### src/sv/itra_pkg.sv
`timescale 1ns / 1ps
// Shared constants, payload types and helper functions for the radix text converter.
// Depends on nothing; the other files but itra_ram refer to it by scoped names.
package itra_pkg;

    localparam int VALUE_W    = 32;
    localparam int MAX_DIGITS = 32;
    localparam int DIGIT_W    = 6;
    localparam int CHAR_W     = 7;
    localparam int LEN_W      = 6;
    localparam int RADIX_W    = 6;
    localparam int ADDR_W     = $clog2(MAX_DIGITS);
    localparam int CNT_W      = $clog2(MAX_DIGITS + 1);
    localparam int BIT_CNT_W  = $clog2(VALUE_W);

    localparam logic [RADIX_W-1:0] RADIX_RESET = RADIX_W'(10);
    localparam logic [RADIX_W-1:0] RADIX_MIN   = RADIX_W'(2);
    localparam logic [RADIX_W-1:0] RADIX_MAX   = RADIX_W'(36);
    localparam logic [RADIX_W-1:0] RADIX_DEC   = RADIX_W'(10);

    localparam logic [CHAR_W-1:0] CHAR_MINUS = 7'h2D;
    localparam logic [CHAR_W-1:0] CHAR_ZERO  = 7'h30;
    localparam logic [CHAR_W-1:0] CHAR_A     = 7'h61;

    typedef logic signed [VALUE_W-1:0] value_t;

    typedef struct packed {
        logic [CHAR_W-1:0] character;
        logic              last;
        logic [LEN_W-1:0]  text_length;
    } text_item_t;

    // Commands from the controller to the datapath
    typedef struct packed {
        logic load;       // capture the accepted value
        logic div_start;  // start one division of the running quotient
        logic store;      // write the remainder digit and take the quotient
        logic sign_emit;  // load a minus sign into the output register
        logic emit;       // load the digit read from the store
    } cmd_t;

    // Status from the datapath to the controller
    typedef struct packed {
        logic div_done;
        logic more_digits;
        logic neg;
        logic slot_free;
        logic emit_last;
    } status_t;

    // Clamp the configured radix into 2..36
    function automatic logic [RADIX_W-1:0] clamp_radix(input logic [RADIX_W-1:0] r);
        logic [RADIX_W-1:0] res;
        res = r;
        if (r < RADIX_MIN)
            res = RADIX_MIN;
        else if (r > RADIX_MAX)
            res = RADIX_MAX;
        return res;
    endfunction

    function automatic logic [CHAR_W-1:0] digit_char(input logic [DIGIT_W-1:0] d);
        logic [CHAR_W-1:0] res;
        if (d < DIGIT_W'(10))
            res = CHAR_ZERO + CHAR_W'(d);
        else
            res = CHAR_A + CHAR_W'(d) - CHAR_W'(10);
        return res;
    endfunction

endpackage

### src/sv/itra_if.sv
`timescale 1ns / 1ps
// Handshake channels of the radix text converter: value in, text out, radix write.
// Depends on itra_pkg for payload widths.
interface itra_value_if;
    logic                 valid;
    logic                 ready;
    itra_pkg::value_t     value;
    modport source (output valid, output value, input ready);
    modport sink   (input valid, input value, output ready);
endinterface

interface itra_text_if;
    logic                          valid;
    logic                          ready;
    logic [itra_pkg::CHAR_W-1:0]   character;
    logic                          last;
    logic [itra_pkg::LEN_W-1:0]    text_length;
    modport source (output valid, output character, output last, output text_length,
                    input ready);
    modport sink   (input valid, input character, input last, input text_length,
                    output ready);
endinterface

interface itra_cfg_if;
    logic                          valid;
    logic                          ready;
    logic [itra_pkg::RADIX_W-1:0]  radix;
    modport source (output valid, output radix, input ready);
    modport sink   (input valid, input radix, output ready);
endinterface

### src/sv/itra_ram.sv
`timescale 1ns / 1ps
// Generic single-write, single-read RAM with registered read data.
// Depends on nothing.
module itra_ram #(
    parameter int WIDTH = 8,
    parameter int DEPTH = 32
) (
    input  logic                     clk,
    input  logic                     we,
    input  logic [$clog2(DEPTH)-1:0] waddr,
    input  logic [WIDTH-1:0]         wdata,
    input  logic [$clog2(DEPTH)-1:0] raddr,
    output logic [WIDTH-1:0]         rdata
);

    logic [WIDTH-1:0] mem [DEPTH];

    always_ff @(posedge clk)
    begin
        if (we)
            mem[waddr] <= wdata;
        rdata <= mem[raddr];
    end

endmodule

### src/sv/itra_div.sv
`timescale 1ns / 1ps
// Restoring divider: value by radix, one quotient bit per cycle.
// Depends on itra_pkg.
module itra_div (
    input  logic                          clk,
    input  logic                          rst_n,
    input  logic                          start,
    input  logic [itra_pkg::VALUE_W-1:0]  dividend,
    input  logic [itra_pkg::RADIX_W-1:0]  divisor,
    output logic                          done,
    output logic [itra_pkg::VALUE_W-1:0]  quotient,
    output logic [itra_pkg::DIGIT_W-1:0]  remainder
);

    logic                            busy_reg, busy_next;
    logic                            done_reg, done_next;
    logic [itra_pkg::BIT_CNT_W-1:0]  cnt_reg, cnt_next;
    logic [itra_pkg::VALUE_W-1:0]    q_reg, q_next;
    logic [itra_pkg::DIGIT_W-1:0]    r_reg, r_next;
    logic [itra_pkg::RADIX_W-1:0]    d_reg, d_next;
    logic [itra_pkg::DIGIT_W:0]      trial;

    assign trial = {r_reg, q_reg[itra_pkg::VALUE_W-1]};

    always_comb
    begin
        busy_next = busy_reg;
        done_next = 1'b0;
        cnt_next  = cnt_reg;
        q_next    = q_reg;
        r_next    = r_reg;
        d_next    = d_reg;
        if (start)
        begin
            busy_next = 1'b1;
            cnt_next  = '0;
            q_next    = dividend;
            r_next    = '0;
            d_next    = divisor;
        end
        else if (busy_reg)
        begin
            if (trial >= {1'b0, d_reg})
            begin
                r_next = itra_pkg::DIGIT_W'(trial - {1'b0, d_reg});
                q_next = {q_reg[itra_pkg::VALUE_W-2:0], 1'b1};
            end
            else
            begin
                r_next = trial[itra_pkg::DIGIT_W-1:0];
                q_next = {q_reg[itra_pkg::VALUE_W-2:0], 1'b0};
            end
            cnt_next = cnt_reg + 1'b1;
            if (cnt_reg == itra_pkg::BIT_CNT_W'(itra_pkg::VALUE_W - 1))
            begin
                busy_next = 1'b0;
                done_next = 1'b1;
            end
        end
    end

    always_ff @(posedge clk or negedge rst_n)
    begin
        if (!rst_n)
        begin
            busy_reg <= 1'b0;
            done_reg <= 1'b0;
            cnt_reg  <= '0;
        end
        else
        begin
            busy_reg <= busy_next;
            done_reg <= done_next;
            cnt_reg  <= cnt_next;
        end
    end

    always_ff @(posedge clk)
    begin
        q_reg <= q_next;
        r_reg <= r_next;
        d_reg <= d_next;
    end

    assign done      = done_reg;
    assign quotient  = q_reg;
    assign remainder = r_reg;

endmodule

### src/sv/itra_datapath.sv
`timescale 1ns / 1ps
// Datapath: radix register, running quotient, digit store, divider and output register.
// Depends on itra_pkg, itra_ram and itra_div.
module itra_datapath (
    input  logic                          clk,
    input  logic                          rst_n,
    input  itra_pkg::cmd_t                cmd,
    output itra_pkg::status_t             sts,
    input  itra_pkg::value_t              value,
    input  logic                          cfg_we,
    input  logic [itra_pkg::RADIX_W-1:0]  cfg_radix,
    input  logic                          out_ready,
    output logic                          out_valid,
    output itra_pkg::text_item_t          out_item
);

    logic [itra_pkg::RADIX_W-1:0]  radix_reg;
    logic [itra_pkg::RADIX_W-1:0]  base;
    logic [itra_pkg::VALUE_W-1:0]  quot_reg;
    logic [itra_pkg::CNT_W-1:0]    count_reg;
    logic [itra_pkg::CNT_W-1:0]    emit_cnt_reg;
    logic [itra_pkg::CNT_W-1:0]    count_inc;
    logic                          neg_reg;
    logic                          value_neg;
    logic                          out_valid_reg;
    itra_pkg::text_item_t          out_reg, out_next;
    logic                          div_done;
    logic [itra_pkg::VALUE_W-1:0]  div_q;
    logic [itra_pkg::DIGIT_W-1:0]  div_r;
    logic [itra_pkg::DIGIT_W-1:0]  ram_rdata;
    logic [itra_pkg::ADDR_W-1:0]   ram_raddr;
    logic                          emit_last;

    assign base      = itra_pkg::clamp_radix(radix_reg);
    assign value_neg = (base == itra_pkg::RADIX_DEC) && value[itra_pkg::VALUE_W-1];
    assign count_inc = count_reg + 1'b1;
    assign emit_last = (emit_cnt_reg == itra_pkg::CNT_W'(1));
    assign ram_raddr = itra_pkg::ADDR_W'(emit_cnt_reg - 1'b1);

    itra_div u_div (
        .clk       (clk),
        .rst_n     (rst_n),
        .start     (cmd.div_start),
        .dividend  (quot_reg),
        .divisor   (base),
        .done      (div_done),
        .quotient  (div_q),
        .remainder (div_r)
    );

    itra_ram #(
        .WIDTH (itra_pkg::DIGIT_W),
        .DEPTH (itra_pkg::MAX_DIGITS)
    ) u_store (
        .clk   (clk),
        .we    (cmd.store),
        .waddr (count_reg[itra_pkg::ADDR_W-1:0]),
        .wdata (div_r),
        .raddr (ram_raddr),
        .rdata (ram_rdata)
    );

    always_ff @(posedge clk or negedge rst_n)
    begin
        if (!rst_n)
            radix_reg <= itra_pkg::RADIX_RESET;
        else if (cfg_we)
            radix_reg <= cfg_radix;
    end

    always_ff @(posedge clk or negedge rst_n)
    begin
        if (!rst_n)
        begin
            quot_reg     <= '0;
            count_reg    <= '0;
            emit_cnt_reg <= '0;
            neg_reg      <= 1'b0;
        end
        else
        begin
            if (cmd.load)
            begin
                neg_reg      <= value_neg;
                quot_reg     <= value_neg ? (~value + 1'b1) : value;
                count_reg    <= '0;
                emit_cnt_reg <= '0;
            end
            else if (cmd.store)
            begin
                quot_reg     <= div_q;
                count_reg    <= count_inc;
                emit_cnt_reg <= count_inc;
            end
            else if (cmd.emit)
                emit_cnt_reg <= emit_cnt_reg - 1'b1;
        end
    end

    always_comb
    begin
        out_next = out_reg;
        if (cmd.sign_emit)
        begin
            out_next.character   = itra_pkg::CHAR_MINUS;
            out_next.last        = 1'b0;
            out_next.text_length = '0;
        end
        else if (cmd.emit)
        begin
            out_next.character   = itra_pkg::digit_char(ram_rdata);
            out_next.last        = emit_last;
            out_next.text_length = emit_last
                ? itra_pkg::LEN_W'(count_reg) + itra_pkg::LEN_W'(neg_reg) : '0;
        end
    end

    always_ff @(posedge clk or negedge rst_n)
    begin
        if (!rst_n)
            out_valid_reg <= 1'b0;
        else if (cmd.sign_emit || cmd.emit)
            out_valid_reg <= 1'b1;
        else if (out_ready)
            out_valid_reg <= 1'b0;
    end

    always_ff @(posedge clk)
    begin
        out_reg <= out_next;
    end

    assign sts.div_done    = div_done;
    assign sts.more_digits = (div_q != '0) &&
                             (count_inc < itra_pkg::CNT_W'(itra_pkg::MAX_DIGITS));
    assign sts.neg         = neg_reg;
    assign sts.slot_free   = !out_valid_reg || out_ready;
    assign sts.emit_last   = emit_last;

    assign out_valid = out_valid_reg;
    assign out_item  = out_reg;

endmodule

### src/sv/itra_ctrl.sv
`timescale 1ns / 1ps
// Controller state machine: sequences load, digit divisions and reversed emission.
// Depends on itra_pkg.
module itra_ctrl (
    input  logic               clk,
    input  logic               rst_n,
    input  logic               in_valid,
    output logic               in_ready,
    input  itra_pkg::status_t  sts,
    output itra_pkg::cmd_t     cmd
);

    typedef enum logic [5:0] {
        ST_IDLE   = 6'b000001,
        ST_START  = 6'b000010,
        ST_DIVIDE = 6'b000100,
        ST_SIGN   = 6'b001000,
        ST_READ   = 6'b010000,
        ST_EMIT   = 6'b100000
    } state_t;

    state_t state_reg, state_next;

    assign in_ready = (state_reg == ST_IDLE);

    always_comb
    begin
        state_next = state_reg;
        cmd        = '0;
        unique case (state_reg)
            ST_IDLE:
            begin
                if (in_valid)
                begin
                    cmd.load   = 1'b1;
                    state_next = ST_START;
                end
            end
            ST_START:
            begin
                cmd.div_start = 1'b1;
                state_next    = ST_DIVIDE;
            end
            ST_DIVIDE:
            begin
                if (sts.div_done)
                begin
                    cmd.store = 1'b1;
                    priority if (sts.more_digits)
                        state_next = ST_START;
                    else if (sts.neg)
                        state_next = ST_SIGN;
                    else
                        state_next = ST_READ;
                end
            end
            ST_SIGN:
            begin
                if (sts.slot_free)
                begin
                    cmd.sign_emit = 1'b1;
                    state_next    = ST_READ;
                end
            end
            ST_READ:
            begin
                state_next = ST_EMIT;
            end
            ST_EMIT:
            begin
                if (sts.slot_free)
                begin
                    cmd.emit   = 1'b1;
                    state_next = sts.emit_last ? ST_IDLE : ST_READ;
                end
            end
            default:
            begin
                state_next = ST_IDLE;
            end
        endcase
    end

    always_ff @(posedge clk or negedge rst_n)
    begin
        if (!rst_n)
            state_reg <= ST_IDLE;
        else
            state_reg <= state_next;
    end

endmodule

### src/sv/integer_to_radix_ascii_core.sv
`timescale 1ns / 1ps
// Top level of the integer to radix text converter: controller plus datapath.
// Depends on itra_pkg, itra_if, itra_ctrl and itra_datapath.
//
//  channel  | dir | payload                          | request moves
//  ---------+-----+----------------------------------+------------------------------
//  number   | in  | value (32 b signed)              | one integer to convert
//  text     | out | character (7), last, text_length | one ASCII character, MSD first
//  cfg      | in  | radix (6 b)                      | one radix write, reset 10
//
// Sequence: per digit, a start state, a division by the one-bit-per-cycle
// divider and a store state; then a minus sign if any, and per digit character
// a digit store read and an output load. Output stalls hold the emission.
// Reset clears the controller, the running quotient, the counters, the output
// valid and sets the radix to ten. A stalled text request holds the output
// register and the controller waits; number is taken only while idle.
module integer_to_radix_ascii_core (
    input  logic   clk,
    input  logic   rst_n,
    itra_value_if.sink   number,
    itra_text_if.source  text,
    itra_cfg_if.sink     cfg
);

    itra_pkg::cmd_t        cmd;
    itra_pkg::status_t     sts;
    itra_pkg::text_item_t  out_item;
    logic                  out_valid;

    // The radix register takes a write at any time; write it only between conversions.
    assign cfg.ready = 1'b1;

    // Sequence the conversion: one request in flight at a time.
    itra_ctrl u_ctrl (
        .clk      (clk),
        .rst_n    (rst_n),
        .in_valid (number.valid),
        .in_ready (number.ready),
        .sts      (sts),
        .cmd      (cmd)
    );

    // Divide, store digits least significant first, then drain them in reverse.
    itra_datapath u_datapath (
        .clk       (clk),
        .rst_n     (rst_n),
        .cmd       (cmd),
        .sts       (sts),
        .value     (number.value),
        .cfg_we    (cfg.valid && cfg.ready),
        .cfg_radix (cfg.radix),
        .out_ready (text.ready),
        .out_valid (out_valid),
        .out_item  (out_item)
    );

    assign text.valid       = out_valid;
    assign text.character   = out_item.character;
    assign text.last        = out_item.last;
    assign text.text_length = out_item.text_length;

endmodule

### src/flat_wrapper.sv
// flat-port wrapper written by rule: the top's interface ports become plain ports
module integer_to_radix_ascii_core_flat 
  (clk, rst_n, number_valid, number_value, number_ready, text_valid, text_character, text_last, text_text_length, text_ready, cfg_valid, cfg_radix, cfg_ready);
  itra_value_if number_i ();
  itra_text_if text_i ();
  itra_cfg_if cfg_i ();
  input  logic clk;
  input  logic rst_n;
  input wire logic [$bits(number_i.valid)-1:0] number_valid;
  input wire logic [$bits(number_i.value)-1:0] number_value;
  output wire logic [$bits(number_i.ready)-1:0] number_ready;
  output wire logic [$bits(text_i.valid)-1:0] text_valid;
  output wire logic [$bits(text_i.character)-1:0] text_character;
  output wire logic [$bits(text_i.last)-1:0] text_last;
  output wire logic [$bits(text_i.text_length)-1:0] text_text_length;
  input wire logic [$bits(text_i.ready)-1:0] text_ready;
  input wire logic [$bits(cfg_i.valid)-1:0] cfg_valid;
  input wire logic [$bits(cfg_i.radix)-1:0] cfg_radix;
  output wire logic [$bits(cfg_i.ready)-1:0] cfg_ready;
  assign number_i.valid = number_valid;
  assign number_i.value = number_value;
  assign number_ready = number_i.ready;
  assign text_valid = text_i.valid;
  assign text_character = text_i.character;
  assign text_last = text_i.last;
  assign text_text_length = text_i.text_length;
  assign text_i.ready = text_ready;
  assign cfg_i.valid = cfg_valid;
  assign cfg_i.radix = cfg_radix;
  assign cfg_ready = cfg_i.ready;
  integer_to_radix_ascii_core u_core (.clk(clk), .rst_n(rst_n), .number(number_i), .text(text_i), .cfg(cfg_i));
endmodule
### config.mk
export PLATFORM = sky130hd
export DESIGN_NAME = integer_to_radix_ascii_core_flat
export DESIGN_NICKNAME = d
export VERILOG_FILES = /design/src/sv/itra_pkg.sv /design/src/sv/itra_if.sv /design/src/sv/itra_ram.sv /design/src/sv/itra_div.sv /design/src/sv/itra_datapath.sv /design/src/sv/itra_ctrl.sv /design/src/sv/integer_to_radix_ascii_core.sv /design/src/flat_wrapper.sv
export SDC_FILE = /design/constraint.sdc
export NUM_CORES = 1
export LEC_CHECK = 0
export BUFFER_PORTS_ARGS = -buffer_cell sky130_fd_sc_hd__buf_4
export CORE_MARGIN = 4
export CORE_UTILIZATION = 62
export CTS_CLUSTER_DIAMETER = 40
export DETAILED_ROUTE_END_ITERATION = 12
export PLACE_DENSITY = 0.81
export SYNTH_ARGS = -nofsm -noshare
export SYNTH_HDL_FRONTEND = slang
export SYNTH_SLANG_ARGS = --single-unit
### constraint.sdc
create_clock -name clk -period 3.8 [get_ports clk]
set_clock_uncertainty 0.2 [all_clocks]
set_input_delay 0.38 -clock clk [delete_from_list [all_inputs] [get_ports clk]]
set_output_delay 0.38 -clock clk [all_outputs]
set_load 0.02 [all_outputs]
==> results of run 1 <==
-- cells by family after synthesis --
logic type	count (synthesis)	share of synthesized area [%]
xor gates and xnor gates	61	3.70
AOI/OAI and AO/OA	156	6.63
and+or+nand+nor	460	14.2
adders and majority gates	23	2.03
other	1	0.0260
DFF	321	62.7
buffers and inverters	96	2.61
muxes	57	8.15
-- per-layer routing --
metal,global-route usage [%],wire [µm],share of wire [%]
met1,35.3,13200,39
met2,45.8,17200,51
met3,3.67,2430,7.1
met4,9.15,1100,3.2
met5,0,0,0
-- cell usage after synthesis, types with 10 or more instances --
cell,n
edfxtp_1,230
nand2_1,228
nor2_1,103
a21oi_1,65
dfrtp_1,62
clkbuf_1,50
mux4_2,48
xnor2_1,41
inv_1,33
dfxtp_1,26
nor3_1,24
o21ai_0,24
a31oi_1,23
ha_1,21
nand3_1,20
xor2_1,20
and3_1,17
nor4_1,15
buf_2,10
nand4_1,10
-- power by group through the flow --
stage | sequential (mW) | combinational, mW | clock (mW)
after global placement | 5.05 | 1.93 | 0
after global routing | 5.07 | 2.32 | 3.86
after floorplan | 5.13 | 1.20 | 0
after CTS | 5.01 | 2.06 | 3.70
after detailed placement | 5.07 | 2.01 | 0
final | 5.02 | 2.08 | 3.67
-- what timing repair did --
action                    CTS  global route
gates resized for setup     0             0
hold buffers               33             0
hold endpoints to repair   87             0
-- worst max-delay path, delay by kind of cell, from the launching register on --
| family | cells | cell delay, ns |
|---|---|---|
| and+or+nand+nor | 5 | 2.37 |
| DFF | 1 | 0.46 |
-- layout make-up --
| class | instances | area, µm² |
|---|---|---|
| repair buffers | 110 | 921 |
| inverters | 33 | 124 |
| fillers | 1407 | 5990 |
| clock buffers | 46 | 1000 |
| flip-flops and latches | 321 | 9060 |
| well taps | 313 | 392 |
| multi-input cells | 758 | 5020 |
| clock inverters | 23 | 272 |
-- worst min path at each step --
stage                     cells after the start                            from                              to
after global routing                          3                number_value[23]  u_core.u_datapath.quot_reg[23]
after floorplan                               0                           rst_n      u_core.u_ctrl.state_reg[1]
after detailed placement                      2  u_core.u_datapath.out_item[13]  u_core.u_datapath.out_item[13]
final                                         4                number_value[10]  u_core.u_datapath.quot_reg[10]
after global placement                        2  u_core.u_datapath.out_item[11]  u_core.u_datapath.out_item[11]
after CTS                                     4                number_value[10]  u_core.u_datapath.quot_reg[10]
==> summary.txt, run 1 <==
Clock network
  – Root buf cell: clkbuf_16
  – Worst skew pair latency: 0.51 ns
  – Clock sinks: 321
  – CTS tree: done
  – H-tree depth: 2
  – Clock Path Buffers: 3
  – Num CTS Buffers: 38
  – Clk pin slew, worst setup/hold paths: 0.06 ns
  – Post-CTS setup buffer count: 0

Worst setup path
  – CP endpoint: u_core.u_datapath.u_store.mem[21][4]
  – CP Data Arrival Time: 3.35 ns
  – Setup CP Type: flop to flop
  – Slowest Stage Delay on Critical Path: 0.63 ns
  – Reg-to-Reg Start: u_core.u_ctrl.state_reg[5]
  – WP data required: 3.74 ns
  – Crit. Startpoint: u_core.u_ctrl.state_reg[5]
  – Reg2Reg Depth: 5
  – RR Endpoint: u_core.u_datapath.u_store.mem[21][4]
  – CP max stage cell: or4_1
  – CP endpoint kind: flop
  – Startpoint Class: flop
  – Worst-path cell chain: or4_1 > nor3b_1 > and2_1 > nand2_1 > nor2_1
  – R2r setup slk: 0.39 ns
  – Peak fanout along the critical path: 9

Detailed routing
  – Post-route ant nets: 0
  – First-pass iteration count of the detailed router: 6
  – Routed vias: 9,929
  – Iter 0 DRT Violations: 1,186
  – Routed len/inst: 21.2 µm
  – Avg Vias per Cell: 6.19
  – Detailed Route WL: 34,000 µm
  – DR DRC count: 0

Placed design
  – Cells after DPL: 1,501
  – Worst setup slack after placement: 0.403 ns
  – Dpl hpwl: 20,400 µm
  – Placed cell area: 15,200 µm²
  – GPL Wtd Cong: 0.841
  – Port Buffer Count: 58

Logic synthesis
  – Cell area after synthesis: 14,400 µm²
  – Cell variety after synth: 61
  – Async SR Flop Fraction: 20.2%
  – Post-synth EDFFs: 230
  – Share of the yosys chip area belonging to registers: 62.7%
  – Yosys reg bits: 321
  – Dominant cells by area after synthesis: edfxtp_1 48%, dfrtp_1 11%, mux4_2 7.5%
  – Main synth FF type: edfxtp_1
  – Area leader, netlist: edfxtp_1
  – Syn Area/Cell: 12.3 µm²
  – Yosys warns: 0
  – Synth top area share: 47.8%
  – Post-Synthesis Cells: 1,175
  – Syn nets: 1,240

Timing
  – Final hold slack: 0.0130 ns
  – Min Clock Period, post-route: 3.41 ns
  – Worst-margin pin slew: 1.17 ns
  – RSZ-0062 raised after global routing: false
  – Post-route setup TNS: 0 ns
  – Setup violators final: 0
  – Slew Viols, Final: 0
  – Max Freq: 293 MHz
  – Worst Setup Slack, final: 0.391 ns
  – Final Hold Fails: 0
  – Crit share post-route: 89.7%
  – Slew HR: 21.8%

Floorplan
  – Die area: 25,800 µm²
  – Initial Util: 63.4%
  – Die Y: 161 µm
  – Die Wd: 161 µm
  – IO Count: 60
  – Num rows: 55
  – Core area: 22,800 µm²

Global route
  – Initial antenna violation count: 0
  – Overflow after GRT: 0
  – Largest net degree at the start of global routing: 66
  – Tot GR Track Use: 26.6%
  – First-pass GRT wire length: 54,700 µm
  – Vias in the first global route: 10,000

Final layout
  – NumNets Final: 1,327
  – Share of layout cells above drive strength 1: 15.9%
  – Most frequent cells in the layout: 230 x edfxtp_1, 228 x nand2_1, 103 x nor2_1
  – Finished Layout Cells: 1,604
  – Utilization after layout: 73.7%
  – Post-route cell area: 16,800 µm²
  – Max FFs per register: 192
  – Area grow syn2layout: 16.2%
  – Number of diodes: 0
  – Commonest non-fill, non-tap cell in the layout: edfxtp_1

Power
  – Sw Share: 29.5%
  – Power share of the sequential group: 46.6%
  – Sw power: 3.17 mW
  – Combinational group share of total power: 19.3%
  – Worst vdd ir: 536 µV
  – Int Power: 7.60 mW
  – Leakage: 6.27 nW
  – Pwr Density: 642 nW/µm²
  – Total power: 10.8 mW
  – Clk pwr share: 34.1%

Run
  – Max Cap Viol: 0

Outcome
  – Run status: complete, no violations

Worst hold path
  – HP Class: input port to flop
Note: power is estimated with default switching activity, not from simulation.
==> run 2: changes to the inputs <==
- PLACE_DENSITY: 0.81 -> 0.86
- SETUP_SLACK_MARGIN: unset -> 0.1
==> run 2 against run 1 <==
Die area unchanged. Power down 2.0%. Sequential cell count unchanged. Final area down 0.45%. Worst hold slack better by 0.0031 ns. Count of clock-buffer cells in the layout down 3. Register-to-register slack better by 0.097 ns. Critical endpoint is now u_core.u_datapath.u_store.mem[14][0].
==> summary.txt, run 2 (synthesized netlist as in run 1, its figures left out) <==
Outcome
  – Run status: complete, no violations (unchanged)

Worst setup path
  – Reg-to-Reg Start: u_core.u_ctrl.state_reg[5] (unchanged)
  – Reg2Reg Depth: 6 (was 5)
  – R2r setup slk: 0.49 ns (was 0.39 ns)
  – Setup CP Type: flop to flop (unchanged)
  – Startpoint Class: flop (unchanged)
  – CP Data Arrival Time: 3.26 ns (was 3.35 ns)
  – CP endpoint kind: flop (unchanged)
  – RR Endpoint: u_core.u_datapath.u_store.mem[14][0] (was u_core.u_datapath.u_store.mem[21][4])
  – Peak fanout along the critical path: 9 (unchanged)
  – Bufs and invs on worst path: 1 (was 0)
  – CP max stage cell: nor2_1 (was or4_1)
  – WP data required: 3.75 ns (was 3.74 ns)
  – CP delay by family, top: simple AND/OR/NAND/NOR gates (unchanged)
  – Slowest Stage Delay on Critical Path: 0.67 ns (was 0.63 ns)
  – Worst-path cell chain: or4_1 > nor3b_1 > buf_4 > and2_1 > nand2_1 > nor2_1 (was or4_1 > nor3b_1 > and2_1 > nand2_1 > nor2_1)

Timing
  – Worst-margin pin slew: 1.25 ns (was 1.17 ns)
  – Final Hold Fails: 0 (unchanged)
  – Crit share post-route: 87.2% (was 89.7%)
  – Min Clock Period, post-route: 3.31 ns (was 3.41 ns)
  – Max Freq: 302 MHz (was 293 MHz)
  – Post-route setup TNS: 0 ns (unchanged)
  – Final hold slack: 0.0161 ns (was 0.0130 ns)
  – Setup violators final: 0 (unchanged)
  – Slew Viols, Final: 0 (unchanged)
  – Slew HR: 15.7% (was 21.8%)
  – RSZ-0062 raised after global routing: false (unchanged)

Placed design
  – Port Buffer Count: 58 (unchanged)
  – Dpl hpwl: 20,800 µm (was 20,400 µm)
  – GPL Wtd Cong: 0.848 (was 0.841)

Power
  – Worst vdd ir: 408 µV (was 536 µV)
  – Total power: 10.6 mW (was 10.8 mW)
  – Leakage: 6.23 nW (was 6.27 nW)
  – Pwr Density: 632 nW/µm² (was 642 nW/µm²)

Clock network
  – Post-CTS setup buffer count: 0 (unchanged)
  – Clock sinks: 321 (unchanged)
  – Num CTS Buffers: 38 (unchanged)
  – Worst skew pair latency: 0.53 ns (was 0.51 ns)
  – Clk pin slew, worst setup/hold paths: 0.06 ns (about the same)
  – H-tree depth: 2 (unchanged)
  – CTS tree: done (unchanged)
  – Clock Path Buffers: 3 (unchanged)
  – Root buf cell: clkbuf_16 (unchanged)

Floorplan
  – Num rows: 55 (unchanged)
  – Core area: 22,800 µm² (unchanged)
  – IO Count: 60 (unchanged)
  – Die area: 25,800 µm² (unchanged)
  – Die Wd: 161 µm (unchanged)
  – Die Y: 161 µm (unchanged)
  – Initial Util: 63.4% (unchanged)

Final layout
  – Area grow syn2layout: 15.7% (was 16.2%)
  – Commonest non-fill, non-tap cell in the layout: edfxtp_1 (unchanged)
  – Most frequent cells in the layout: 230 x edfxtp_1, 228 x nand2_1, 103 x nor2_1 (unchanged)
  – Fill count: 1,347 (was 1,407)
  – NumNets Final: 1,330 (was 1,327)
  – Max FFs per register: 192 (unchanged)
  – Number of diodes: 0 (unchanged)
  – Share of layout cells above drive strength 1: 16.0% (was 15.9%)

Detailed routing
  – Iter 0 DRT Violations: 1,422 (was 1,186)
  – Post-route ant nets: 0 (unchanged)
  – Routed len/inst: 21.4 µm (was 21.2 µm)
  – Routed vias: 10,100 (was 9,929)
  – Avg Vias per Cell: 6.30 (was 6.19)
  – First-pass iteration count of the detailed router: 6 (unchanged)
  – DR DRC count: 0 (unchanged)
  – Detailed Route WL: 34,300 µm (was 34,000 µm)

Global route
  – Tot GR Track Use: 26.9% (was 26.6%)
  – Initial antenna violation count: 0 (unchanged)
  – Overflow after GRT: 0 (unchanged)
  – First-pass GRT wire length: 55,300 µm (was 54,700 µm)
  – Largest net degree at the start of global routing: 66 (unchanged)
  – Vias in the first global route: 10,300 (was 10,000)

Worst hold path
  – Hold path start: number_value[15] (was number_value[10])
  – HP Class: input port to flop (unchanged)
  – Hold path endpoint: u_core.u_datapath.quot_reg[15] (was u_core.u_datapath.quot_reg[10])
  – Cells on Worst Hold Path: 4 (unchanged)

Run
  – Max Cap Viol: 0 (unchanged)
-- run 2: cell count changes in the layout (fill, tap and decap cells not counted), sizes merged --
cell,before,now
clkbuf,46,43
bufinv,4,1
inv,41,37
clkinvlp,2,8
buf,77,82
clkinv,9,12
dlygate4sd3,33,31
-- run 2: worst max-delay path by stage --
| stage | from | to | slack [ns] | cells past startpoint |
|---|---|---|---|---|
| 3_3_place_gp | u_core.u_ctrl.state_reg[5] | u_core.u_datapath.u_store.mem[23][4] | 0.75 | 6 |
| 5_1_grt | u_core.u_ctrl.state_reg[5] | u_core.u_datapath.u_store.mem[14][0] | 0.38 | 6 |
| 4_1_cts | u_core.u_ctrl.state_reg[5] | u_core.u_datapath.u_store.mem[14][0] | 0.58 | 6 |
| 6_report | u_core.u_ctrl.state_reg[5] | u_core.u_datapath.u_store.mem[14][0] | 0.49 | 6 |
| 3_5_place_dp | u_core.u_ctrl.state_reg[5] | u_core.u_datapath.u_store.mem[14][3] | 0.60 | 6 |
| 2_1_floorplan | u_core.u_datapath.emit_cnt_reg[0] | u_core.u_datapath.u_store.rdata[0] | 0.64 | 10 |
-- run 2: through the flow --
step / worst slack (ns) / util [%] / instances / area [µm²]
global route: 0.383 / 73.4 / 1606 / 16700
global placement: 0.745 / 66.8 / 1507 / 15200
CTS: 0.575 / 73.4 / 1606 / 16700
floorplan: 0.640 / - / 1175 / 14400
detailed placement: 0.604 / 66.8 / 1507 / 15200
finish: 0.488 / 73.4 / 1606 / 16700
-- run 2: tightest hold or removal path, cell delays in order --
cell and delay [ns]:
buf_4 0.10, xnor2_1 0.06, nor2_1 0.09, a31oi_1 0.05
-- run 2: layout make-up --
cell class | instances | area (µm²) | area share (%)
flip-flops and latches | 321 | 9060 | 54.2
clock inverters | 25 | 201 | 1.21
repair buffers | 113 | 926 | 5.54
multi-input cells | 758 | 5020 | 30.0
clock buffers | 43 | 991 | 5.93
well taps | 313 | 392 | 2.34
inverters | 33 | 124 | 0.741
-- run 2: per-layer routing --
metal	share of wire [%]	global-route usage, %	vias to the layer above
met5	0	0	-
li1	-	-	4447
met3	8.3	4.64	92
met4	2.9	8.72	0
met1	38	34.8	4988
met2	51	46.6	598
-- run 2: report_power, final --
part | total (mW) | internal, mW | switching [mW]
logic | 2.08 | 0.742 | 1.33
registers | 5.03 | 4.66 | 0.373
clock network | 3.45 | 1.98 | 1.47
-- run 2: what timing repair did --
| item | 4_1_cts | 5_1_grt |
|---|---|---|
| resized for setup | 0 | 0 |
| hold buffers | 31 | 0 |
| hold endpoints to repair | 85 | 0 |
==> run 3: changes to the inputs <==
- CORE_MARGIN: 4 -> unset
- SETUP_SLACK_MARGIN: 0.1 -> unset
==> run 3 against run 2 <==
Sequential cell count is the same. Clock power shrank 1%. Die area shrank 7.3%. Sequential power is essentially flat. Critical path depth shrank 1. First-iteration DRC count shrank 14%. Combinational power is essentially flat. Worst hold slack lost 0.011 ns. Maximum frequency shrank 4.5%. Core utilization shrank 0.28 points.
==> summary.txt, run 3 (synthesized netlist as in run 1, its figures left out) <==
Floorplan
  – Die area: 23,900 µm² (was 25,800 µm²)
  – Initial Util: 63.4% (unchanged)
  – Num rows: 55 (unchanged)
  – Die Wd: 155 µm (was 161 µm)
  – Core area: 22,800 µm² (unchanged)
  – Die Y: 155 µm (was 161 µm)
  – IO Count: 60 (unchanged)

Clock network
  – Clk pin slew, worst setup/hold paths: 0.06 ns (about the same)
  – CTS tree: done (unchanged)
  – Post-CTS setup buffer count: 0 (unchanged)
  – Worst skew pair latency: 0.52 ns (was 0.53 ns)
  – Cts repair resizes: 0 (unchanged)
  – Clock sinks: 321 (unchanged)
  – Num CTS Buffers: 37 (was 38)
  – H-tree depth: 2 (unchanged)
  – Root buf cell: clkbuf_16 (unchanged)
  – Clock Path Buffers: 3 (unchanged)

Final layout
  – Share of layout cells above drive strength 1: 15.5% (was 16.0%)
  – Max FFs per register: 192 (unchanged)
  – Most frequent cells in the layout: 230 x edfxtp_1, 228 x nand2_1, 103 x nor2_1 (unchanged)
  – Number of diodes: 0 (unchanged)
  – Area grow syn2layout: 15.2% (was 15.7%)
  – Fill count: 1,341 (was 1,347)
  – Commonest non-fill, non-tap cell in the layout: edfxtp_1 (unchanged)
  – NumNets Final: 1,321 (was 1,330)

Placed design
  – Dpl hpwl: 20,900 µm (was 20,800 µm)
  – GPL Wtd Cong: 0.920 (was 0.848)
  – Port Buffer Count: 58 (unchanged)
  – Worst setup slack after placement: 0.443 ns (was 0.604 ns)

Power
  – Int Power: 7.33 mW (was 7.38 mW)
  – Clk pwr share: 32.3% (was 32.7%)
  – Leakage: 6.21 nW (was 6.23 nW)
  – Worst vdd ir: 542 µV (was 408 µV)
  – Power share of the sequential group: 47.9% (was 47.7%)
  – Sw Share: 30.5% (was 30.1%)
  – Sw power: 3.21 mW (was 3.18 mW)
  – Total power: 10.5 mW (was 10.6 mW)
  – Combinational group share of total power: 19.8% (was 19.7%)
  – Pwr Density: 633 nW/µm² (was 632 nW/µm²)

Detailed routing
  – DR DRC count: 0 (unchanged)
  – Detailed Route WL: 35,300 µm (was 34,300 µm)
  – Routed len/inst: 22.1 µm (was 21.4 µm)
  – Post-route ant nets: 0 (unchanged)
  – Avg Vias per Cell: 6.34 (was 6.30)
  – Routed vias: 10,100 (about the same)
  – Iter 0 DRT Violations: 1,224 (was 1,422)
  – First-pass iteration count of the detailed router: 6 (unchanged)

Global route
  – Grt met1 use: 39.2% (was 34.8%)
  – Largest net degree at the start of global routing: 66 (unchanged)
  – GR Util met2: 53.5% (was 46.6%)
  – Vias in the first global route: 10,200 (was 10,300)
  – Initial antenna violation count: 0 (unchanged)
  – GRT busiest layer: met2 (unchanged)
  – Tot GR Track Use: 30.7% (was 26.9%)
  – First-pass GRT wire length: 56,000 µm (was 55,300 µm)
  – Overflow after GRT: 0 (unchanged)
  – Met3 usage: 5.13% (was 4.64%)

Timing
  – Post-route setup TNS: 0 ns (unchanged)
  – Worst Setup Slack, final: 0.332 ns (was 0.488 ns)
  – Max Freq: 288 MHz (was 302 MHz)
  – Crit share post-route: 91.3% (was 87.2%)
  – Final Hold Fails: 0 (unchanged)
  – Slew Viols, Final: 0 (unchanged)
  – RSZ-0062 raised after global routing: false (unchanged)
  – Worst-margin pin slew: 1.06 ns (was 1.25 ns)
  – Final hold slack: 0.00494 ns (was 0.0161 ns)
  – Min Clock Period, post-route: 3.47 ns (was 3.31 ns)
  – Setup violators final: 0 (unchanged)
  – Slew HR: 28.9% (was 15.7%)

Worst setup path
  – WP data required: 3.75 ns (about the same)
  – Peak fanout along the critical path: 9 (unchanged)
  – CP endpoint kind: flop (unchanged)
  – Startpoint Class: flop (unchanged)
  – R2r setup slk: 0.33 ns (was 0.49 ns)
  – Setup CP Type: flop to flop (unchanged)
  – CP Data Arrival Time: 3.42 ns (was 3.26 ns)

Outcome
  – Run status: complete, no violations (unchanged)

Worst hold path
  – HP Class: input port to flop (unchanged)

Run
  – Max Cap Viol: 0 (unchanged)
[run 3: worst paths after layout]
kind | startpoint | end | cells past startpoint
worst min-delay path | number_value[27] | u_core.u_datapath.quot_reg[27] | 3
max in group asynchronous | rst_n | u_core.u_datapath.emit_cnt_reg[0] | 2
min in group asynchronous | rst_n | u_core.u_datapath.quot_reg[12] | 2
worst max-delay path | u_core.u_ctrl.state_reg[5] | u_core.u_datapath.u_store.mem[15][4] | 5
worst max register to register | u_core.u_ctrl.state_reg[5] | u_core.u_datapath.u_store.mem[15][4] | 5
worst min register to register | u_core.u_datapath.out_item[1] | u_core.u_datapath.out_item[1] | 2
[run 3: area by class of cell]
type                       instances  area [µm²]  area share [%]
clock buffer                      46        1010            6.08
clock inverter                    22         166            1.00
inverter                          33         124           0.744
multi-input combinational        758        5020            30.1
sequential                       321        9060            54.4
tap                              313         392            2.35
timing repair buffer             105         876            5.26
[run 3: routing by layer]
layer | wire length, µm | share of wire [%]
met1 | 12800 | 36
met2 | 17900 | 51
met3 | 3370 | 9.5
met4 | 1230 | 3.5
met5 | 0 | 0
[run 3: what timing repair did]
action,CTS,global route
endpoints found under the setup margin,0,0
hold buffers,30,0
endpoints found under the hold margin,84,0
[run 3: power groups by stage]
stage / combinational, mW / clock [mW] / sequential, mW
2_1_floorplan: 1.20 / 0 / 5.13
3_3_place_gp: 1.91 / 0 / 5.06
3_5_place_dp: 2.01 / 0 / 5.08
4_1_cts: 2.07 / 3.41 / 5.03
5_1_grt: 2.30 / 3.55 / 5.10
6_report: 2.09 / 3.41 / 5.05
[run 3: through the flow]
| stage | util (%) | area [µm²] | cells |
|---|---|---|---|
| finish | 73.1 | 16600 | 1598 |
| global placement | 66.6 | 15200 | 1500 |
| floorplan | - | 14400 | 1175 |
| global route | 73.1 | 16600 | 1598 |
| CTS | 73.1 | 16600 | 1598 |
| detailed placement | 66.6 | 15200 | 1500 |
[run 3: critical path: stages, from the launching register on]
cell     delay [ns]
dfrtp_1        0.47
or4_1          0.63
nor3b_1        0.34
and2_1         0.36
nand2_1        0.48
nor2_1         0.62
